$ cat src/hw/rtl/mbrx_pkg.sv
// ----------------------------------------------------------------------------
// Modbus RTU receiver package
// Shared widths, codes and constants for the Modbus RTU frame receiver.
// ----------------------------------------------------------------------------
package mbrx_pkg;

	localparam int SILENCE_BITS = 16;
	localparam int TIMEOUT_BITS = 16;
	localparam int CMP_BITS     = (SILENCE_BITS > TIMEOUT_BITS) ? SILENCE_BITS : TIMEOUT_BITS;
	localparam int CFG_IDX_BITS = 8;
	localparam int CFG_DAT_BITS = 16;

	localparam logic [SILENCE_BITS-1:0] SILENCE_MAX = '1;
	localparam logic [15:0]             CRC_INIT    = 16'hFFFF;
	localparam logic [15:0]             CRC_POLY    = 16'hA001;

	// Register indexes
	localparam logic [CFG_IDX_BITS-1:0] REG_STATION = 8'd0;
	localparam logic [CFG_IDX_BITS-1:0] REG_TIMEOUT = 8'd1;

	// Input commands
	localparam logic CMD_BYTE = 1'b0;
	localparam logic CMD_TICK = 1'b1;

	// Result status codes
	localparam logic [2:0] ST_IGNORED  = 3'd0;
	localparam logic [2:0] ST_ADDRESS  = 3'd1;
	localparam logic [2:0] ST_FUNCTION = 3'd2;
	localparam logic [2:0] ST_BAD_FUNC = 3'd3;
	localparam logic [2:0] ST_DATA     = 3'd4;
	localparam logic [2:0] ST_CRC_LOW  = 3'd5;
	localparam logic [2:0] ST_FRAME_OK = 3'd6;
	localparam logic [2:0] ST_CRC_ERR  = 3'd7;

	// Function codes with a fixed or counted payload
	localparam logic [7:0] FC_FIXED_LO  = 8'd1;
	localparam logic [7:0] FC_FIXED_HI  = 8'd6;
	localparam logic [7:0] FC_WRITE_MUL = 8'd16;
	localparam logic [8:0] LEN_FIXED    = 9'd4;
	localparam logic [8:0] LEN_MUL_HEAD = 9'd5;

endpackage

$ cat src/hw/rtl/mbrx_if.sv
// ----------------------------------------------------------------------------
// Modbus RTU receiver channels
// Valid/ready channels for input items, results and register writes.
// ----------------------------------------------------------------------------
interface mbrx_in_if;
	logic       valid;
	logic       ready;
	logic       command;
	logic [7:0] rx_byte;

	modport source (output valid, command, rx_byte, input ready);
	modport sink   (input valid, command, rx_byte, output ready);
endinterface

interface mbrx_out_if;
	logic       valid;
	logic       ready;
	logic [2:0] status;
	logic       timeout_abort;
	logic [7:0] function_code;
	logic [8:0] data_index;
	logic [7:0] data_value;
	logic [8:0] payload_length;

	modport source (output valid, status, timeout_abort, function_code, data_index,
		data_value, payload_length, input ready);
	modport sink   (input valid, status, timeout_abort, function_code, data_index,
		data_value, payload_length, output ready);
endinterface

interface mbrx_cfg_if;
	logic        valid;
	logic        ready;
	logic [7:0]  index;
	logic [15:0] data;

	modport source (output valid, index, data, input ready);
	modport sink   (input valid, index, data, output ready);
endinterface

$ cat src/hw/rtl/modbus_rtu_frame_receiver.sv
// ----------------------------------------------------------------------------
// Modbus RTU frame receiver
// Slave-side frame parser with streamed payload and CRC-16/MODBUS check.
// ----------------------------------------------------------------------------
// Usage:
//   req  - input channel; each transfer is one received byte (command 0) or
//          one time tick (command 1). Ticks advance the silence counter and
//          give no result; every byte gives exactly one result.
//   rsp  - result channel: status, timeout_abort, function_code, data_index,
//          data_value, payload_length for each byte.
//   cfg  - register writes: index 0 station address, index 1 timeout in ticks.
//          Other indexes are accepted and dropped. Write only while idle.
// Timing:
//   A byte transferred on req waits in the input register, runs through the
//   frame logic and the byte CRC update, and its result is loaded into the
//   result register and presented on rsp. One item per cycle is sustained
//   while rsp takes each result; the frame state (phase, counters, CRC) is
//   updated as each item advances, so each item sees the state left by the last.
// Reset:
//   arst_n clears the frame state, the CRC (to 0xFFFF) and the silence counter,
//   and sets the registers to address 1 and timeout 4.
// Backpressure:
//   While rsp is stalled the pending result holds; one more item waits in the
//   input register, ticks keep draining, and req drops ready when a byte is
//   stuck behind the stalled result.
// ----------------------------------------------------------------------------
module modbus_rtu_frame_receiver
	import mbrx_pkg::*;
(
	input  logic        clk,
	input  logic        arst_n,
	mbrx_in_if.sink     req,
	mbrx_out_if.source  rsp,
	mbrx_cfg_if.sink    cfg
);

	localparam logic [2:0] PH_IDLE     = 3'd0;
	localparam logic [2:0] PH_ADDRESS  = 3'd1;
	localparam logic [2:0] PH_DATA     = 3'd2;
	localparam logic [2:0] PH_CRC_LOW  = 3'd3;
	localparam logic [2:0] PH_CRC_HIGH = 3'd4;

	// Configuration
	logic [7:0]              station_q;
	logic [TIMEOUT_BITS-1:0] timeout_q;

	// Input register
	logic       valid_s1;
	logic       command_s1;
	logic [7:0] byte_s1;

	// Frame state
	logic [2:0]              phase_q;
	logic [SILENCE_BITS-1:0] silence_q;
	logic [15:0]             crc_q;
	logic [7:0]              func_q;
	logic [8:0]              exp_q;
	logic [8:0]              rcv_q;
	logic [7:0]              crc_lo_q;

	// Result register
	logic       out_valid_q;
	logic [2:0] status_q;
	logic       abort_q;
	logic [7:0] func_out_q;
	logic [8:0] idx_q;
	logic [8:0] len_q;
	logic [7:0] val_q;

	logic       advance;
	logic       is_byte;
	logic       abort;
	logic [2:0] ph_cur;
	logic [2:0] ph_n;
	logic [15:0] crc_cur, crc_n, crc_upd;
	logic [7:0]  func_cur, func_n;
	logic [8:0]  exp_cur, exp_n;
	logic [8:0]  rcv_cur, rcv_n, rcv_inc;
	logic [7:0]  lo_cur, lo_n;
	logic [2:0]  st;
	logic [8:0]  idx;
	logic [7:0]  val;
	logic [CMP_BITS-1:0] silence_ext, timeout_ext;

	// Handshakes
	assign is_byte   = (command_s1 == CMD_BYTE);
	assign advance   = valid_s1 && (!is_byte || !out_valid_q || rsp.ready);
	assign req.ready = !valid_s1 || advance;
	assign cfg.ready = 1'b1;

	always_ff @(posedge clk or negedge arst_n) begin
		if (!arst_n) begin
			station_q <= 8'd1;
			timeout_q <= TIMEOUT_BITS'(4);
		end else if (cfg.valid) begin
			case (cfg.index)
				REG_STATION: station_q <= cfg.data[7:0];
				REG_TIMEOUT: timeout_q <= cfg.data[TIMEOUT_BITS-1:0];
				default: ; // drop writes beyond the register list
			endcase
		end
	end

	// Hold the transferred item until the frame logic takes it
	always_ff @(posedge clk or negedge arst_n) begin
		if (!arst_n) begin
			valid_s1 <= 1'b0;
		end else if (req.ready) begin
			valid_s1 <= req.valid;
		end
	end

	always_ff @(posedge clk) begin
		if (req.valid && req.ready) begin
			command_s1 <= req.command;
			byte_s1    <= req.rx_byte;
		end
	end

	// A frame in progress goes stale once silence exceeds the timeout
	assign silence_ext = CMP_BITS'(silence_q);
	assign timeout_ext = CMP_BITS'(timeout_q);
	assign abort       = (phase_q != PH_IDLE) && (silence_ext > timeout_ext);

	assign ph_cur   = abort ? PH_IDLE : phase_q;
	assign crc_cur  = abort ? CRC_INIT : crc_q;
	assign func_cur = abort ? 8'd0 : func_q;
	assign exp_cur  = abort ? 9'd0 : exp_q;
	assign rcv_cur  = abort ? 9'd0 : rcv_q;
	assign lo_cur   = abort ? 8'd0 : crc_lo_q;
	assign rcv_inc  = rcv_cur + 9'd1;

	// The CRC is at its initial value while idle, so one update serves every phase
	mbrx_crc8 u_crc (
		.crc_in  (crc_cur),
		.data    (byte_s1),
		.crc_out (crc_upd)
	);

	always_comb begin
		ph_n   = ph_cur;
		crc_n  = crc_cur;
		func_n = func_cur;
		exp_n  = exp_cur;
		rcv_n  = rcv_cur;
		lo_n   = lo_cur;
		st     = ST_IGNORED;
		idx    = 9'd0;
		val    = 8'd0;
		case (ph_cur)
			PH_IDLE: begin
				if (byte_s1 == station_q) begin
					crc_n = crc_upd;
					ph_n  = PH_ADDRESS;
					st    = ST_ADDRESS;
				end
			end
			PH_ADDRESS: begin
				func_n = byte_s1;
				crc_n  = crc_upd;
				rcv_n  = 9'd0;
				if (byte_s1 inside {[FC_FIXED_LO:FC_FIXED_HI]}) begin
					exp_n = LEN_FIXED;
				end else if (byte_s1 == FC_WRITE_MUL) begin
					exp_n = LEN_MUL_HEAD;
				end else begin
					exp_n = 9'd0;
				end
				if (exp_n == 9'd0) begin
					st = ST_BAD_FUNC;
				end else begin
					st   = ST_FUNCTION;
					ph_n = PH_DATA;
				end
			end
			PH_DATA: begin
				idx   = rcv_cur;
				val   = byte_s1;
				st    = ST_DATA;
				crc_n = crc_upd;
				rcv_n = rcv_inc;
				// Byte count of a multiple-register write extends the payload
				if (func_cur == FC_WRITE_MUL && rcv_inc == LEN_MUL_HEAD) begin
					exp_n = LEN_MUL_HEAD + {1'b0, byte_s1};
				end
				if (rcv_inc == exp_n) begin
					ph_n = PH_CRC_LOW;
				end
			end
			PH_CRC_LOW: begin
				lo_n = byte_s1;
				ph_n = PH_CRC_HIGH;
				st   = ST_CRC_LOW;
			end
			PH_CRC_HIGH: begin
				st = ({byte_s1, lo_cur} == crc_cur) ? ST_FRAME_OK : ST_CRC_ERR;
			end
			default: begin
				ph_n = PH_IDLE;
			end
		endcase
	end

	// Advance frame state; ticks only move the silence counter
	always_ff @(posedge clk or negedge arst_n) begin
		if (!arst_n) begin
			phase_q   <= PH_IDLE;
			silence_q <= '0;
			crc_q     <= CRC_INIT;
			func_q    <= 8'd0;
			exp_q     <= 9'd0;
			rcv_q     <= 9'd0;
			crc_lo_q  <= 8'd0;
		end else if (advance) begin
			if (!is_byte) begin
				if (silence_q != SILENCE_MAX) begin
					silence_q <= silence_q + 1'b1;
				end
			end else begin
				silence_q <= '0;
				if (st inside {ST_BAD_FUNC, ST_FRAME_OK, ST_CRC_ERR}) begin
					phase_q  <= PH_IDLE;
					crc_q    <= CRC_INIT;
					func_q   <= 8'd0;
					exp_q    <= 9'd0;
					rcv_q    <= 9'd0;
					crc_lo_q <= 8'd0;
				end else begin
					phase_q  <= ph_n;
					crc_q    <= crc_n;
					func_q   <= func_n;
					exp_q    <= exp_n;
					rcv_q    <= rcv_n;
					crc_lo_q <= lo_n;
				end
			end
		end
	end

	// Result register: load on a byte, drop valid once the result is taken
	always_ff @(posedge clk or negedge arst_n) begin
		if (!arst_n) begin
			out_valid_q <= 1'b0;
		end else if (advance && is_byte) begin
			out_valid_q <= 1'b1;
		end else if (rsp.ready) begin
			out_valid_q <= 1'b0;
		end
	end

	always_ff @(posedge clk) begin
		if (advance && is_byte) begin
			status_q   <= st;
			abort_q    <= abort;
			func_out_q <= func_n;
			idx_q      <= idx;
			val_q      <= val;
			len_q      <= rcv_n;
		end
	end

	assign rsp.valid          = out_valid_q;
	assign rsp.status         = status_q;
	assign rsp.timeout_abort  = abort_q;
	assign rsp.function_code  = func_out_q;
	assign rsp.data_index     = idx_q;
	assign rsp.data_value     = val_q;
	assign rsp.payload_length = len_q;

endmodule

$ cat src/hw/rtl/mbrx_crc8.sv
// ----------------------------------------------------------------------------
// CRC-16/MODBUS byte update
// Folds one byte into the running CRC, eight reflected shift steps.
// ----------------------------------------------------------------------------
module mbrx_crc8
	import mbrx_pkg::*;
(
	input  logic [15:0] crc_in,
	input  logic [7:0]  data,
	output logic [15:0] crc_out
);

	always_comb begin
		logic [15:0] c;
		c = crc_in ^ {8'h00, data};
		for (int k = 0; k < 8; k++) begin
			if (c[0]) begin
				c = (c >> 1) ^ CRC_POLY;
			end else begin
				c = c >> 1;
			end
		end
		crc_out = c;
	end

endmodule
$ cat src/flat_wrapper.sv
// flat-port wrapper written by rule: the top's interface ports become plain ports
module modbus_rtu_frame_receiver_flat import mbrx_pkg::*;
  (clk, arst_n, req_valid, req_command, req_rx_byte, req_ready, rsp_valid, rsp_status, rsp_timeout_abort, rsp_function_code, rsp_data_index, rsp_data_value, rsp_payload_length, rsp_ready, cfg_valid, cfg_index, cfg_data, cfg_ready);
  mbrx_in_if req_i ();
  mbrx_out_if rsp_i ();
  mbrx_cfg_if cfg_i ();
  input  logic clk;
  input  logic arst_n;
  input wire logic [$bits(req_i.valid)-1:0] req_valid;
  input wire logic [$bits(req_i.command)-1:0] req_command;
  input wire logic [$bits(req_i.rx_byte)-1:0] req_rx_byte;
  output wire logic [$bits(req_i.ready)-1:0] req_ready;
  output wire logic [$bits(rsp_i.valid)-1:0] rsp_valid;
  output wire logic [$bits(rsp_i.status)-1:0] rsp_status;
  output wire logic [$bits(rsp_i.timeout_abort)-1:0] rsp_timeout_abort;
  output wire logic [$bits(rsp_i.function_code)-1:0] rsp_function_code;
  output wire logic [$bits(rsp_i.data_index)-1:0] rsp_data_index;
  output wire logic [$bits(rsp_i.data_value)-1:0] rsp_data_value;
  output wire logic [$bits(rsp_i.payload_length)-1:0] rsp_payload_length;
  input wire logic [$bits(rsp_i.ready)-1:0] rsp_ready;
  input wire logic [$bits(cfg_i.valid)-1:0] cfg_valid;
  input wire logic [$bits(cfg_i.index)-1:0] cfg_index;
  input wire logic [$bits(cfg_i.data)-1:0] cfg_data;
  output wire logic [$bits(cfg_i.ready)-1:0] cfg_ready;
  assign req_i.valid = req_valid;
  assign req_i.command = req_command;
  assign req_i.rx_byte = req_rx_byte;
  assign req_ready = req_i.ready;
  assign rsp_valid = rsp_i.valid;
  assign rsp_status = rsp_i.status;
  assign rsp_timeout_abort = rsp_i.timeout_abort;
  assign rsp_function_code = rsp_i.function_code;
  assign rsp_data_index = rsp_i.data_index;
  assign rsp_data_value = rsp_i.data_value;
  assign rsp_payload_length = rsp_i.payload_length;
  assign rsp_i.ready = rsp_ready;
  assign cfg_i.valid = cfg_valid;
  assign cfg_i.index = cfg_index;
  assign cfg_i.data = cfg_data;
  assign cfg_ready = cfg_i.ready;
  modbus_rtu_frame_receiver u_core (.clk(clk), .arst_n(arst_n), .req(req_i), .rsp(rsp_i), .cfg(cfg_i));
endmodule
$ cat config.mk
export PLATFORM = sky130hd
export DESIGN_NAME = modbus_rtu_frame_receiver_flat
export DESIGN_NICKNAME = d
export VERILOG_FILES = /design/src/hw/rtl/mbrx_pkg.sv /design/src/hw/rtl/mbrx_if.sv /design/src/hw/rtl/modbus_rtu_frame_receiver.sv /design/src/hw/rtl/mbrx_crc8.sv /design/src/flat_wrapper.sv
export SDC_FILE = /design/constraint.sdc
export NUM_CORES = 1
export LEC_CHECK = 0
export BUFFER_PORTS_ARGS = -buffer_cell sky130_fd_sc_hd__buf_4
export CORE_MARGIN = 2
export CORE_UTILIZATION = 60
export DETAILED_ROUTE_END_ITERATION = 12
export PLACE_DENSITY = 0.89
export REMOVE_ABC_BUFFERS = 1
export SYNTH_ARGS = -nofsm -noshare
export SYNTH_HDL_FRONTEND = slang
export SYNTH_SLANG_ARGS = --single-unit
$ cat constraint.sdc
create_clock -name clk -period 5.75 [get_ports clk]
set_clock_uncertainty 0.1 [all_clocks]
set_input_delay 0 -clock clk [delete_from_list [all_inputs] [get_ports clk]]
set_output_delay 0 -clock clk [all_outputs]
set_load 0.05 [all_outputs]
==> results.sh <==
export IMPL_dp_slack_ns=1.24
export IMPL_slowest_stage="o31ai_4"
export IMPL_place_hpwl_mm=12.7
export IMPL_wl_per_cell_um=19.7
export IMPL_arrival_ns=4.89
export IMPL_yosys_area_top_type="dfrtp_1"
export IMPL_htreeDepth=4
export IMPL_regToRegSetupSlack_ns=1.12
export IMPL_async_flop_share_pct=66.9
export IMPL_cp_end_kind="flop"
export IMPL_row_count=41
export IMPL_setup_viol=0
export IMPL_grt_max_degree=80
export IMPL_status="finished clean"
export IMPL_yosysMostFrequentCell="dfrtp_1"
export IMPL_clock_latency_ns=0.44
export IMPL_design_power_total_uw=3160
export IMPL_dr_pass1_iters=7
export IMPL_start_util_pct=61.8
export IMPL_syn_area_mm2=0.00783
export IMPL_track_usage_pct=29.8
export IMPL_yosysSeqAreaShare_pct=48.7
export IMPL_grt_pass1_wl_mm=32.7
export IMPL_setup_tns_ns=0
export IMPL_final_period_utilization_pct=80.5
export IMPL_io_pins=79
export IMPL_antenna_found_initial=0
export IMPL_antenna_left=0
export IMPL_synth_edf_count=47
export IMPL_port_buffers=77
export IMPL_yosys_area_top_type_share_pct=24.6
export IMPL_clockRootBuffer="clkbuf_16"
export IMPL_vias_per_cell=6.16
export IMPL_cts_path_max_buffers=2
export IMPL_synthCells=752
export IMPL_cts_buffers=17
export IMPL_ys_types=73
export IMPL_synth_main_ff_cell="dfrtp_1"
export IMPL_clock_fmax_mhz=216
export IMPL_hold_class="input port to flop"
export IMPL_critPathLaunchType="flop"
export IMPL_first_global_vias=6528
export IMPL_rsz0062_at_grt="false"
export IMPL_max_cap_violations=0
export IMPL_antennaDiodeCount=0
export IMPL_cts_sinks=142
export IMPL_slew_headroom_pct=18.6
export IMPL_ys_top_cells_by_area="dfrtp_1 25%, edfxtp_1 18%, dfstp_2 6.0%, xnor2_1 5.7%, xor2_1 4.4%"
export IMPL_ys_ff_latch=142
export IMPL_route_detailed_drc=0
export IMPL_min_period_ns=4.63
export IMPL_vias=6296
export IMPL_ir_worst_vdd_uv=220
export IMPL_synth_avg_cell_area_um2=10.4
export IMPL_cp_data_required_time_ns=6.01
export IMPL_die_h_um=118
export IMPL_synth_commonest_cells="77 x dfrtp_1, 72 x nor2_1, 54 x nand2_1"
export IMPL_overflow=0
export IMPL_power_leakage_uw=0.00412
export IMPL_critPathMostFrequentCell="ha_1"
export IMPL_post_route_util_pct=74.1
export IMPL_post_cts_buffers=0
export IMPL_clk_pin_slew_ns=0.06
export IMPL_tightest_slew_ns=1.22
export IMPL_crit_path_max_fanout=18
export IMPL_power_density_mw_per_mm2=337
export IMPL_cts_tree="done"
export IMPL_coreArea_mm2=0.0127
export IMPL_die_x_um=118
export IMPL_area_delta_synth_final_pct=20.0
export IMPL_yosys_warnings=0
export IMPL_setup_ws_ns=1.12
export IMPL_nNetsFinal=899
export IMPL_cp_cell_sequence="ha_1 > a21oi_1 > o21a_1 > o221ai_1 > o31ai_4 > nand2_1 > inv_1 > ha_1 > inv_2 > or3_4 > a2111oi_4 > a31oi_1 > or3_1 > a211oi_2 > o211ai_1 > nand3_1"
export IMPL_hold_viol=0
export IMPL_place_congestion=0.946
export IMPL_slew_viol_final=0
export IMPL_routed_wl_mm=20.1
export IMPL_max_stage_delay_ns=0.66
export IMPL_die_area_mm2=0.0140
export IMPL_drive_gt1_share_pct=20.8
export IMPL_fin_worst_hold_slack_ns=0.118
export IMPL_crit_type="flop to flop"
export IMPL_first_iter_violations=669
==> report_power, final <==
part / switching (uW) / internal [uW]
logic: 366 / 319
clock network: 422 / 744
registers: 127 / 1180
total: 914 / 2250
==> final cells by class <==
| type | instances | area [um^2] |
|---|---|---|
| Clock buffer | 23 | 500 |
| Multi-Input combinational cell | 527 | 3680 |
| Clock inverter | 9 | 131 |
| Tap cell | 172 | 215 |
| Sequential cell | 142 | 3810 |
| Fill cell | 824 | 3280 |
| Inverter | 37 | 139 |
| Timing Repair Buffer | 112 | 916 |
==> metal layers <==
| layer | global-route usage (%) | share of wire (%) |
|---|---|---|
| met5 | 0 | 0 |
| met4 | 15.7 | 3.4 |
| met3 | 5.89 | 6.3 |
| met2 | 51.0 | 51 |
| met1 | 35.6 | 39 |
==> per-stage QoR <==
step | instance area (um^2) | std cells
4_1_cts | 9390 | 1022
3_5_place_dp | 8460 | 960
3_3_place_gp | 8460 | 960
6_report | 9390 | 1022
5_1_grt | 9390 | 1022
2_1_floorplan | 7620 | 706
==> critical path: cells and delay by family (launching register included) <==
family                     cells  cell delay (ns)
DFF                            1             0.46
adders and majority gates      2             0.60
and+or+nand+nor                4             1.15
AOI/OAI and AO/OA              8             2.07
buffers and inverters          2             0.18
==> cell usage in the layout, fill, tap and decap left out, types with 11 or more instances in the layout <==
master	instances
a21oi_1	32
a22o_1	25
and3_1	21
buf_4	82
clkbuf_16	19
dfrtp_1	77
dfstp_2	18
dlygate4sd3_1	30
edfxtp_1	47
ha_1	24
inv_1	34
mux2_2	25
nand2_1	54
nand3_1	31
nor2_1	72
nor3_1	11
o21ai_0	26
xnor2_1	51
xor2_1	39
==> state kept, by name, indices dropped and copies added (netlist names) <==
register	cells
u_core.rcv_q	9
u_core.exp_q	9
u_core.crc_lo_q	8
u_core.rsp.status	3
u_core.crc_q	16
u_core.phase_q	3
u_core.rsp.data_index	9
u_core.timeout_ext	16
u_core.command_s1	1
u_core.valid_s1	1
u_core.silence_ext	16
u_core.byte_s1	8
u_core.rsp.payload_length	9
u_core.station_q	8
u_core.rsp.function_code	8
u_core.func_q	8
u_core.rsp.data_value	8
u_core.rsp.valid	1
u_core.rsp.timeout_abort	1
==> path summary, 6_finish.rpt <==
| path | start | endpoint | depth (start not counted) |
|---|---|---|---|
| setup / recovery | u_core.silence_ext[11] | u_core.phase_q[0] | 16 |
| hold / removal | cfg_index[5] | u_core.station_q[0] | 5 |
| max in group asynchronous | arst_n | u_core.rcv_q[8] | 3 |
| hold reg to reg | u_core.timeout_ext[5] | u_core.timeout_ext[5] | 1 |
| min in group asynchronous | arst_n | u_core.func_q[5] | 3 |
| setup reg to reg | u_core.silence_ext[11] | u_core.phase_q[0] | 16 |
==> cells by family (layout without fill, tap and decap cells) <==
kind of cell               Yosys count  count (layout)  synth area share (%)
and+or+nand+nor                    245             245                  15.9
DFF                                142             142                  48.7
AOI/OAI and AO/OA                  140             140                  13.0
xor gates and xnor gates            91              91                  10.4
buffers and inverters               83             181                  4.43
muxes                               26              26                  3.72
adders and majority gates           24              24                  3.84
other                                1               1                0.0479
==> what timing repair did <==
action / 4_1_cts / 5_1_grt
hold buffers: 30 / 0
hold endpoints to repair: 51 / 0
gates resized for setup: 0 / 0
No activity file was read; power rests on OpenSTA's default activity.
